==> src/sv/mtrr_divider.sv <==
// iterative 33-bit unsigned remainder, one bit per cycle
`default_nettype none
module mtrr_divider (
	input wire logic clk,
	input wire logic arst_n,
	input wire logic go,
	input wire logic [31:0] dividend,
	input wire logic [32:0] divisor,
	output logic done,
	output logic [31:0] remainder
);
	logic [32:0] rem_q;
	logic [31:0] quo_q;
	logic [32:0] den_q;
	logic [5:0] cnt_q;
	logic run_q;
	logic [33:0] trial;

	assign trial = {rem_q, quo_q[31]} - {1'b0, den_q};

	always_ff @(posedge clk or negedge arst_n) begin
		if (!arst_n) begin
			run_q <= 1'b0;
			cnt_q <= '0;
			done <= 1'b0;
		end else begin
			done <= 1'b0;
			if (go) begin
				run_q <= 1'b1;
				cnt_q <= 6'd32;
			end else if (run_q) begin
				cnt_q <= cnt_q - 1'b1;
				if (cnt_q == 6'd1) begin
					run_q <= 1'b0;
					done <= 1'b1;
				end
			end
		end
	end

	always_ff @(posedge clk) begin
		if (go) begin
			rem_q <= '0;
			quo_q <= dividend;
			den_q <= divisor;
		end else if (run_q) begin
			quo_q <= {quo_q[30:0], 1'b0};
			if (!trial[33]) begin
				rem_q <= trial[32:0];
			end else begin
				rem_q <= {rem_q[31:0], quo_q[31]};
			end
		end
	end

	assign remainder = rem_q[31:0];
endmodule
`default_nettype wire

==> config.mk <==
export PLATFORM = sky130hd
export DESIGN_NAME = mtrr_divider
export DESIGN_NICKNAME = d
export VERILOG_FILES = /design/src/sv/mtrr_divider.sv
export SDC_FILE = /design/constraint.sdc
export NUM_CORES = 1
export LEC_CHECK = 0
export ABC_AREA = 0
export BUFFER_PORTS_ARGS = -buffer_cell sky130_fd_sc_hd__buf_2
export CAP_MARGIN = 40
export CORE_UTILIZATION = 32
export DETAILED_ROUTE_END_ITERATION = 6
export PLACE_DENSITY_LB_ADDON = 0.05
export SLEW_MARGIN = 30
export SYNTH_ARGS = -nofsm -noshare
export SYNTH_HDL_FRONTEND = slang
export SYNTH_SLANG_ARGS = --single-unit
==> constraint.sdc <==
create_clock -name clk -period 4 [get_ports clk]
set_input_delay 0.6 -clock clk [delete_from_list [all_inputs] [get_ports clk]]
set_output_delay 0.6 -clock clk [all_outputs]
set_load 0.03 [all_outputs]
==> results of run 1 <==
## registers in the layout (all words and copies together) (netlist names)
| register | cells |
|---|---|
| den_q | 33 |
| cnt_q | 6 |
| run_q | 1 |
| done | 1 |
| rem_q | 33 |
| quo_q | 32 |
## power by group through the flow
stage | Combinational (µW) | Sequential (µW) | Clock, µW
detailed placement | 993 | 1450 | 0
finish | 994 | 1420 | 983
CTS | 1000 | 1420 | 1020
floorplan | 813 | 1410 | 0
global placement | 996 | 1440 | 0
global route | 1110 | 1440 | 1060
## area by class of cell
type	count	area, µm²	share of cell area, %
clock buffer	9	225.2	3.162
clock inverter	7	105.1	1.476
inverter	42	157.7	2.214
multi-input combinational	420	2924	41.06
sequential	106	2814	39.51
tap	260	325.3	4.568
timing repair buffer	109	570.5	8.011
## per-layer routing
| metal | vias to the layer above | GRT usage, % |
|---|---|---|
| met5 | - | 0 |
| li1 | 2338 | - |
| met4 | 0 | 4.414 |
| met1 | 2180 | 21.49 |
| met3 | 13 | 3.206 |
| met2 | 101 | 24.84 |
## cell families after synthesis
| logic type | Yosys count | synth area share, % |
|---|---|---|
| buf+inv | 95 | 7.932 |
| fa+ha+maj | 36 | 7.349 |
| flops | 106 | 45.14 |
| simple gates | 182 | 13.39 |
| xor+xnor | 31 | 4.599 |
| compound gates | 132 | 14.68 |
| mux | 39 | 6.908 |
## worst max-delay path by stage
| stage | from | to | slack, ps | depth (start not counted) |
|---|---|---|---|---|
| floorplan | quo_q[31] | rem_q[26] | 1230 | 12 |
| global placement | den_q[4] | rem_q[14] | 590 | 12 |
| CTS | den_q[4] | rem_q[11] | 540 | 12 |
| finish | den_q[4] | rem_q[11] | 510 | 12 |
| global route | den_q[4] | rem_q[11] | 260 | 12 |
| detailed placement | den_q[4] | rem_q[17] | 560 | 12 |
## cells in the mapped netlist, types with 4 or more instances
master / instances
nor3_1: 6
nand2_1: 69
a211oi_1: 5
a311oi_1: 22
a21o_1: 7
ha_1: 35
mux2_2: 32
nand3b_1: 4
clkbuf_1: 14
a31oi_1: 4
dfrtp_1: 8
a21oi_1: 31
nand2b_1: 6
o21ai_1: 8
o21bai_1: 8
inv_1: 42
dfxtp_1: 33
nor2_1: 53
o211ai_1: 6
and3_1: 6
buf_4: 34
and2_1: 5
mux2i_1: 7
nor2b_1: 8
xnor2_1: 15
xor2_1: 14
o21ai_0: 15
edfxtp_1: 65
nand3_1: 10
## cell usage in the layout (no fill, tap or decap), drive strengths merged, types with 8 or more instances in the layout
master	instances
buf	109
nand2	69
edfxtp	65
nor2	53
inv	45
ha	35
dfxtp	33
mux2	32
a21oi	32
o21ai	23
a311oi	22
xnor2	16
xor2	15
nand3	10
clkbuf	9
nor2b	8
o21bai	8
dfrtp	8
## through the flow
stage / total power, µW / hold WS [ps] / instances / util [%]
finish: 3398 / 71.59 / 953 / 37.70
global route: 3616 / 72.56 / 953 / 37.70
CTS: 3447 / 65.02 / 953 / 37.70
detailed placement: 2441 / 456.7 / 937 / 35.95
global placement: 2441 / 457.2 / 937 / 35.95
floorplan: 2224 / 304.4 / 621 / -
==> qor.yml, run 1 <==
tns_ps: 0
syn_area_um2: 6231
final_area_um2: 7122
switching_share_pct: 34.33
cpPeakStageDelay_ps: 520
drt_first_pass_iters: 4
cts_made_buffers: 9
antenna_left: 0
crit_chain: "inv_1 -> ha_1 -> a21o_1 -> a31oi_1 -> nand2_1 -> a22oi_1 -> a31o_2 -> a21oi_4 -> xnor2_2 -> buf_4 -> nand2_1 -> a311oi_1"
fill_cells: 1968
grt_pass1_vias: 4675
grt_start_max_net_pins: 55
synth_edf_count: 65
placed_cell_area_um2: 6792
yosysSeqAreaShare_pct: 45.14
coreArea_um2: 18890
ir_worst_vdd_mv: 0.2184
cts_setup_buffers: 0
first_iter_violations: 289
path_common_cell: "nand2_1"
via_count: 4632
async_flop_share_pct: 7.547
syn_inst: 621
rsz0062_at_grt: "no"
yosys-top-cells-area: "edfxtp_1 31%, dfxtp_1 11%, ha_1 7.0%"
antenna_cells: 0
viasPerCell: 4.860
power.switching_uw: 1167
setup_violations: 0
rows: 50
place_hpwl_mm: 10.60
critPathBufInv: 2
min_period_over_period_pct: 87.21
yosysTopAreaCell: "edfxtp_1"
die_w_um: 141.5
cts_sinks: 106
ctsHoldBuffers: 0
grt_antenna_before_repair: 0
die_h_um: 141.5
hold_path.class: "input pin to asynchronous set/reset pin"
grt_first_pass_wirelength_mm: 24.54
dr_wl_met3_um: 609
p_leak_uw: 0.003052
wl_per_cell_um: 15.67
yosysWarnings: 0
min_period_ps: 3488
status: "finished clean"
drc_errors: 0
dpl_worst_slack_ps: 561.5
synth_area_per_cell_um2: 10.03
maxUsedRoutingLayer: "met4"
reg2reg_from: "den_q[4]"
syn-num-nets: 725
finClkSkew_ps: 10.29
worst_setup_path_end_kind: "flip-flop"
cts-resized-gates: 0
clkSlewWorstSetupHoldPaths_ps: 80
combPwrFrac_pct: 29.3
port_buffers: 100
nNetsFinal: 792
p_clk_share_pct: 28.9
crit_arrival_ps: 3750
num_io_pins: 101
timing.fmax_mhz: 286.7
r2r_slack_ps: 510
grt_usage_pct: 15.64
required_ps: 4270
seqPwrFrac_pct: 41.8
met1Wirelength_mm: 7.333
cts-root-buf: "clkbuf_16"
relSlewSlack_pct: 57.66
reg2reg_to: "rem_q[11]"
area_delta_synth_final_pct: 14.30
worst_slack_ps: 511.6
cellInternalPower_uw: 2231
drv_cap: 0
synth_top_area_share_pct: 31.33
rr_worst_depth: 12
crit_type: "flip-flop to flip-flop"
power_density_nw_per_um2: 477.1
ys_ff_latch: 106
drive_above_1_share_pct: 23.67
crit_path_start_kind: "flip-flop"
floorplan.initialDensity_pct: 32.98
clk_latency_ps: 360
worst_pin_slew_ps: 632.0
gp_congestion: 0.8282
cts_buffer_depth: 2
cpLargestDelayFamily: "compound AO/OA/AOI/OAI gates"
wirelength_mm: 14.94
gr-total-overflow: 0
htreeDepth: 3
die_area_um2: 20030
crit_slowest_cell: "xnor2_2"
synthFlopType: "edfxtp_1"
crit_path_max_fanout: 16
slew_violations: 0
final_hold_viol_count: 0
netlist-cell-type-count: 59
cts_tree: "built"
wl_met2_mm: 6.793
(Power assumes the default switching activity.)
==> run 2: changes to the inputs <==
--- a/config.mk
+++ b/config.mk
@@ -8,6 +8,9 @@
 export ABC_AREA = 0
 export BUFFER_PORTS_ARGS = -buffer_cell sky130_fd_sc_hd__buf_2
 export CAP_MARGIN = 40
+export CELL_PAD_IN_SITES_DETAIL_PLACEMENT = 0
+export CELL_PAD_IN_SITES_GLOBAL_PLACEMENT = 1
+export CORE_ASPECT_RATIO = 0.75
 export CORE_UTILIZATION = 32
 export DETAILED_ROUTE_END_ITERATION = 6
 export PLACE_DENSITY_LB_ADDON = 0.05
==> run 2 against run 1 <==
Effect of this change: power is 1.9% lower; sequential power hardly changed; clock skew is 2.0 ps higher; largest cell class unchanged.
==> qor.yml, run 2 (synthesis results as in run 1) <==
die_area_um2: 20040  # was 20030 µm²
finClkSkew_ps: 12.24  # was 10.29 ps
wirelength_mm: 14.58  # was 14.94 mm
r2r_slack_ps: 920  # was 510 ps
final_area_um2: 7097  # was 7122 µm²
min_period_ps: 3081  # was 3488 ps
setup_violations: 0  # unchanged
grt_start_max_net_pins: 37  # was 55
cts-resized-gates: 0  # unchanged
cpLargestDelayFamily: "compound AO/OA/AOI/OAI gates"  # unchanged
critPathBufInv: 2  # unchanged
die_h_um: 122.8  # was 141.5 µm
crit_chain: "inv_1 -> ha_1 -> fa_1 -> nand2b_1 -> a21oi_1 -> a2111oi_0 -> buf_4 -> nor3_2 -> o211ai_1 -> a21oi_1 -> and4b_1 -> nor3_1 -> o31ai_1"  # was inv_1 -> ha_1 -> a21o_1 -> a31oi_1 -> nand2_1 -> a22oi_1 -> a31o_2 -> a21oi_4 -> xnor2_2 -> buf_4 -> nand2_1 -> a311oi_1
antenna_cells: 0  # unchanged
required_ps: 4270  # about the same
p_leak_uw: 0.003048  # was 0.003052 µW
rsz0062_at_grt: "no"  # unchanged
num_io_pins: 101  # unchanged
via_count: 4595  # was 4632
cts_setup_buffers: 0  # unchanged
ctsHoldBuffers: 0  # unchanged
gr-total-overflow: 0  # unchanged
viasPerCell: 4.883  # was 4.860
final_hold_viol_count: 0  # unchanged
grt_pass1_vias: 4526  # was 4675
cts_buffer_depth: 2  # unchanged
cpPeakStageDelay_ps: 390  # was 520 ps
grt_first_pass_wirelength_mm: 23.72  # was 24.54 mm
p_total_uw: 3334  # was 3398 µW
grt_antenna_before_repair: 0  # unchanged
worst_setup_path_end_kind: "flip-flop"  # unchanged
path_common_cell: "a21oi_1"  # was nand2_1
first_iter_violations: 234  # was 289
layout_common_cells: "99 x buf_2, 69 x nand2_1, 65 x edfxtp_1"  # unchanged
crit_path_max_fanout: 6  # was 16
clkSlewWorstSetupHoldPaths_ps: 80  # about the same
htreeDepth: 3  # unchanged
grt_usage_pct: 15.41  # was 15.64%
place_hpwl_mm: 10.71  # was 10.60 mm
rows: 43  # was 50
layout_commonest_cell: "buf_2"  # unchanged
slew_violations: 0  # unchanged
area_delta_synth_final_pct: 13.90  # was 14.30%
floorplan.initialDensity_pct: 33.18  # was 32.98%
crit_slowest_cell: "fa_1"  # was xnor2_2
drt_first_pass_iters: 4  # unchanged
nNetsFinal: 793  # was 792
drv_cap: 0  # unchanged
placed_cell_area_um2: 6783  # was 6792 µm²
dpl_worst_slack_ps: 904.9  # was 561.5 ps
clk_latency_ps: 370  # was 360 ps
crit_type: "flip-flop to flip-flop"  # unchanged
cts_sinks: 106  # unchanged
antenna_left: 0  # unchanged
worst_slack_ps: 918.6  # was 511.6 ps
ir_worst_vdd_mv: 0.1816  # was 0.2184 mV
coreArea_um2: 18780  # was 18890 µm²
die_w_um: 163.1  # was 141.5 µm
cts_tree: "built"  # unchanged
worst_pin_slew_ps: 700.9  # was 632.0 ps
power_density_nw_per_um2: 469.8  # was 477.1 nW/µm²
min_period_over_period_pct: 77.04  # was 87.21%
gp_congestion: 0.8087  # was 0.8282
crit_arrival_ps: 3360  # was 3750 ps
crit_path_start_kind: "flip-flop"  # unchanged
tns_ps: 0  # unchanged
hold_path.class: "input pin to asynchronous set/reset pin"  # unchanged
drc_errors: 0  # unchanged
reg_top3: "den_q x33, rem_q x33, quo_q x32"  # unchanged
relSlewSlack_pct: 53.27  # was 57.66%
cts_made_buffers: 9  # unchanged
timing.fmax_mhz: 324.5  # was 286.7 MHz
status: "finished clean"  # unchanged
port_buffers: 100  # unchanged
wl_per_cell_um: 15.50  # was 15.67 µm
drive_above_1_share_pct: 23.78  # was 23.67%
cts-root-buf: "clkbuf_16"  # unchanged
[run 2: cell types whose count changed in the layout (fill, tap and decap cells not counted), sizes merged]
cell,delta
buf,+1
inv,+1
bufinv,-1
[run 2: path summary, 6_finish.rpt]
| path | endpoint | startpoint | cells after the start |
|---|---|---|---|
| min | done | arst_n | 1 |
| min in group clk | den_q[29] | divisor[29] | 1 |
| max | rem_q[32] | quo_q[31] | 13 |
| max reg2reg | rem_q[32] | quo_q[31] | 13 |
| max in group asynchronous | run_q | arst_n | 1 |
| min reg2reg | rem_q[24] | rem_q[24] | 2 |
[run 2: worst register-to-register path, delay by kind of cell (launching register included)]
kind,cells,cell delay [ps]
adder cells (fa/ha/maj),2,610
flip-flops,1,350
AND/OR/NAND/NOR,4,830
AO/OA/AOI/OAI,5,990
buffers and inverters,2,210
[run 2: layout make-up]
class                      instances  area (µm²)
inverter                          42       157.7
multi-input combinational        420        2924
fill                            1930       11680
sequential                       106        2814
clock inverter                     7       88.84
clock buffer                       9       225.2
timing repair buffer             110       578.1
tap                              247       309.0
[run 2: routing by layer]
layer,wire [µm],global-route usage (%)
met1,7493,22.04
met2,6102,22.29
met3,824,4.393
met4,160,4.556
met5,0,0
[run 2: power breakdown]
| group | switching, µW | internal, µW |
|---|---|---|
| sequential | 109 | 1320 |
| clock | 473 | 453 |
| combinational | 580 | 402 |
[run 2: metrics by stage]
| step | std cells | hold slack, ps | utilization (%) |
|---|---|---|---|
| 3_5_place_dp | 925 | 462.9 | 36.12 |
| 3_3_place_gp | 925 | 458.2 | 36.12 |
| 5_1_grt | 941 | 68.43 | 37.80 |
| 6_report | 941 | 76.19 | 37.80 |
| 2_1_floorplan | 621 | 304.4 | - |
| 4_1_cts | 941 | 70.84 | 37.80 |
==> run 3: changes to the inputs <==
==> constraint.sdc (replaced) <==
create_clock -name clk -period 3 [get_ports clk]
set_input_delay 0.45 -clock clk [delete_from_list [all_inputs] [get_ports clk]]
set_output_delay 0.45 -clock clk [all_outputs]
set_load 0.03 [all_outputs]
==> run 3 against run 2 <==
Effect of this change: final cell count increased by 2.0%; final area increased by 5.2%; setup slack got worse by 810 ps; largest power group unchanged; sequential share of layout area decreased by 1.9 points; via count increased by 2.8%; clock power increased by 34%; critical path depth decreased by 2; fmax increased by 6.5%; combinational power increased by 50%; power increased by 38%; non-clock buffer count increased by 18.
==> qor.yml, run 3 (synthesis results as in run 1) <==
status: "finished clean"  # unchanged
crit_type: "flip-flop to flip-flop"  # unchanged
grt_first_pass_wirelength_mm: 24.87  # was 23.72 mm
viasPerCell: 4.921  # was 4.883
clk_latency_ps: 370  # about the same
drt_first_pass_iters: 4  # unchanged
grt_pass1_vias: 4700  # was 4526
clkSlewWorstSetupHoldPaths_ps: 90  # was 80 ps
cts_sinks: 106  # unchanged
die_area_um2: 20040  # unchanged
worst_slack_ps: 105.7  # was 918.6 ps
gr-total-overflow: 0  # unchanged
finClkSkew_ps: 17.61  # was 12.24 ps
worst_pin_slew_ps: 611.0  # was 700.9 ps
crit_arrival_ps: 3180  # was 3360 ps
dpl_worst_slack_ps: -34.68  # was 904.9 ps
first_iter_violations: 217  # was 234
p_leak_uw: 0.003156  # was 0.003048 µW
min_period_over_period_pct: 96.48  # was 77.04%
grt_start_max_net_pins: 36  # was 37
wirelength_mm: 15.38  # was 14.58 mm
die_h_um: 122.8  # unchanged
rows: 43  # unchanged
floorplan.initialDensity_pct: 33.18  # unchanged
gp_congestion: 0.8086  # was 0.8087
grt_antenna_before_repair: 1  # was 0
crit_path_max_fanout: 11  # was 6
layout_commonest_cell: "buf_2"  # unchanged
drv_cap: 0  # unchanged
cpLargestDelayFamily: "compound AO/OA/AOI/OAI gates"  # unchanged
grt_usage_pct: 16.15  # was 15.41%
min_path_cells: 1
cts-root-buf: "clkbuf_16"  # unchanged
rsz0062_at_grt: "yes"  # was no
power_density_nw_per_um2: 617.8  # was 469.8 nW/µm²
cts_made_buffers: 9  # unchanged
nNetsFinal: 811  # was 793
port_buffers: 100  # unchanged
hold_path.class: "input pin to flip-flop"  # was input pin to asynchronous set/reset pin
setup_violations: 0  # unchanged
drive_above_1_share_pct: 29.07  # was 23.78%
slew_violations: 0  # unchanged
ir_worst_vdd_mv: 0.2628  # was 0.1816 mV
timing.fmax_mhz: 345.5  # was 324.5 MHz
crit_chain: "inv_1 -> ha_1 -> nand3_1 -> nor4_2 -> a22oi_2 -> a31o_2 -> a21oi_4 -> xor2_4 -> buf_12 -> mux2_2 -> o21ai_0"  # was inv_1 -> ha_1 -> fa_1 -> nand2b_1 -> a21oi_1 -> a2111oi_0 -> buf_4 -> nor3_2 -> o211ai_1 -> a21oi_1 -> and4b_1 -> nor3_1 -> o31ai_1
relSlewSlack_pct: 58.84  # was 53.27%
cp.depth: 11  # was 13
final_area_um2: 7463  # was 7097 µm²
place_hpwl_mm: 11.17  # was 10.71 mm
drc_errors: 0  # unchanged
coreArea_um2: 18780  # unchanged
reg_top3: "den_q x33, rem_q x33, quo_q x32"  # unchanged
final_hold_viol_count: 0  # unchanged
crit_slowest_cell: "ha_1"  # was fa_1
placed_cell_area_um2: 6913  # was 6783 µm²
crit_path_start_kind: "flip-flop"  # unchanged
min_period_ps: 2894  # was 3081 ps
num_io_pins: 101  # unchanged
worst_setup_path_end_kind: "flip-flop"  # unchanged
critPathBufInv: 2  # unchanged
antenna_left: 0  # unchanged
die_w_um: 163.1  # unchanged
layout_common_cells: "99 x buf_2, 69 x nand2_1, 65 x edfxtp_1"  # unchanged
required_ps: 3290  # was 4270 ps
via_count: 4724  # was 4595
cts_tree: "built"  # unchanged
htreeDepth: 3  # unchanged
area_delta_synth_final_pct: 19.78  # was 13.90%
cts_buffer_depth: 2  # unchanged
cpPeakStageDelay_ps: 390  # about the same
rr_worst_depth: 11  # was 13
wl_per_cell_um: 16.02  # was 15.50 µm
run 3: cell types whose count changed in the layout (fill, tap and decap cells not counted), moves of 2 or more:
cell	delta
inv_6	-2
ha_2	+2
buf_4	+14
clkinv_4	+2
a21oi_2	+2
a211oi_1	-2
ha_4	+6
a211oi_2	+2
ha_1	-8
a21oi_1	-2
buf_12	+2
run 3: layout make-up:
type                            count  area (µm²)
Fill cell                        1871       11310
Multi-Input combinational cell    420        3107
Sequential cell                   106        2815
Timing Repair Buffer              128       758.2
Tap cell                          247       309.0
Clock buffer                        9       225.2
Inverter                           42       157.7
Clock inverter                      7       88.84
Antenna cell                        1       2.502
run 3: through the flow:
stage	power (µW)	std cells	utilization, %	setup TNS [ps]	hold WS, ps
final	4611	960	39.75	0	245.4
after global routing	4927	959	39.73	-91.56	226.3
after CTS	4610	956	38.63	0	225.5
after detailed placement	3319	939	36.82	-34.68	309.7
after global placement	3316	939	36.82	0	303.4
after floorplan	2966	621	-	0	154.4
run 3: routing by layer:
layer | part of all wire (%) | track usage, % | up-vias
met5 | 0 | 0 | -
met4 | 0.97 | 4.498 | 0
met3 | 4.8 | 4.326 | 10
met2 | 43 | 24.02 | 88
met1 | 51 | 22.86 | 2250
li1 | - | - | 2376
run 3: report_power, final:
group          total (µW)  internal (µW)  switching (µW)
Combinational        1470            634             838
Clock                1240            601             638
Sequential           1900           1760             141
Total                4610           2990            1620
run 3: timing repair:
| item | CTS | global route |
|---|---|---|
| hold buffers | 1 | 0 |
| cloned | 0 | 1 |
| pin swaps | 0 | 9 |
| endpoints found under the hold margin | 8 | 0 |
| setup endpoints to repair | 6 | 33 |
| buffers inserted | 0 | 2 |
| resized for setup | 3 | 29 |
run 3: final timing paths:
| check | to | slack [ps] | from |
|---|---|---|---|
| max | rem_q[1] | 110 | den_q[14] |
| min | den_q[26] | 250 | divisor[26] |
| max reg2reg | rem_q[1] | 110 | den_q[14] |
| min reg2reg | rem_q[24] | 500 | rem_q[24] |
| max in group asynchronous | run_q | 2320 | arst_n |
| min in group asynchronous | cnt_q[2] | 460 | arst_n |
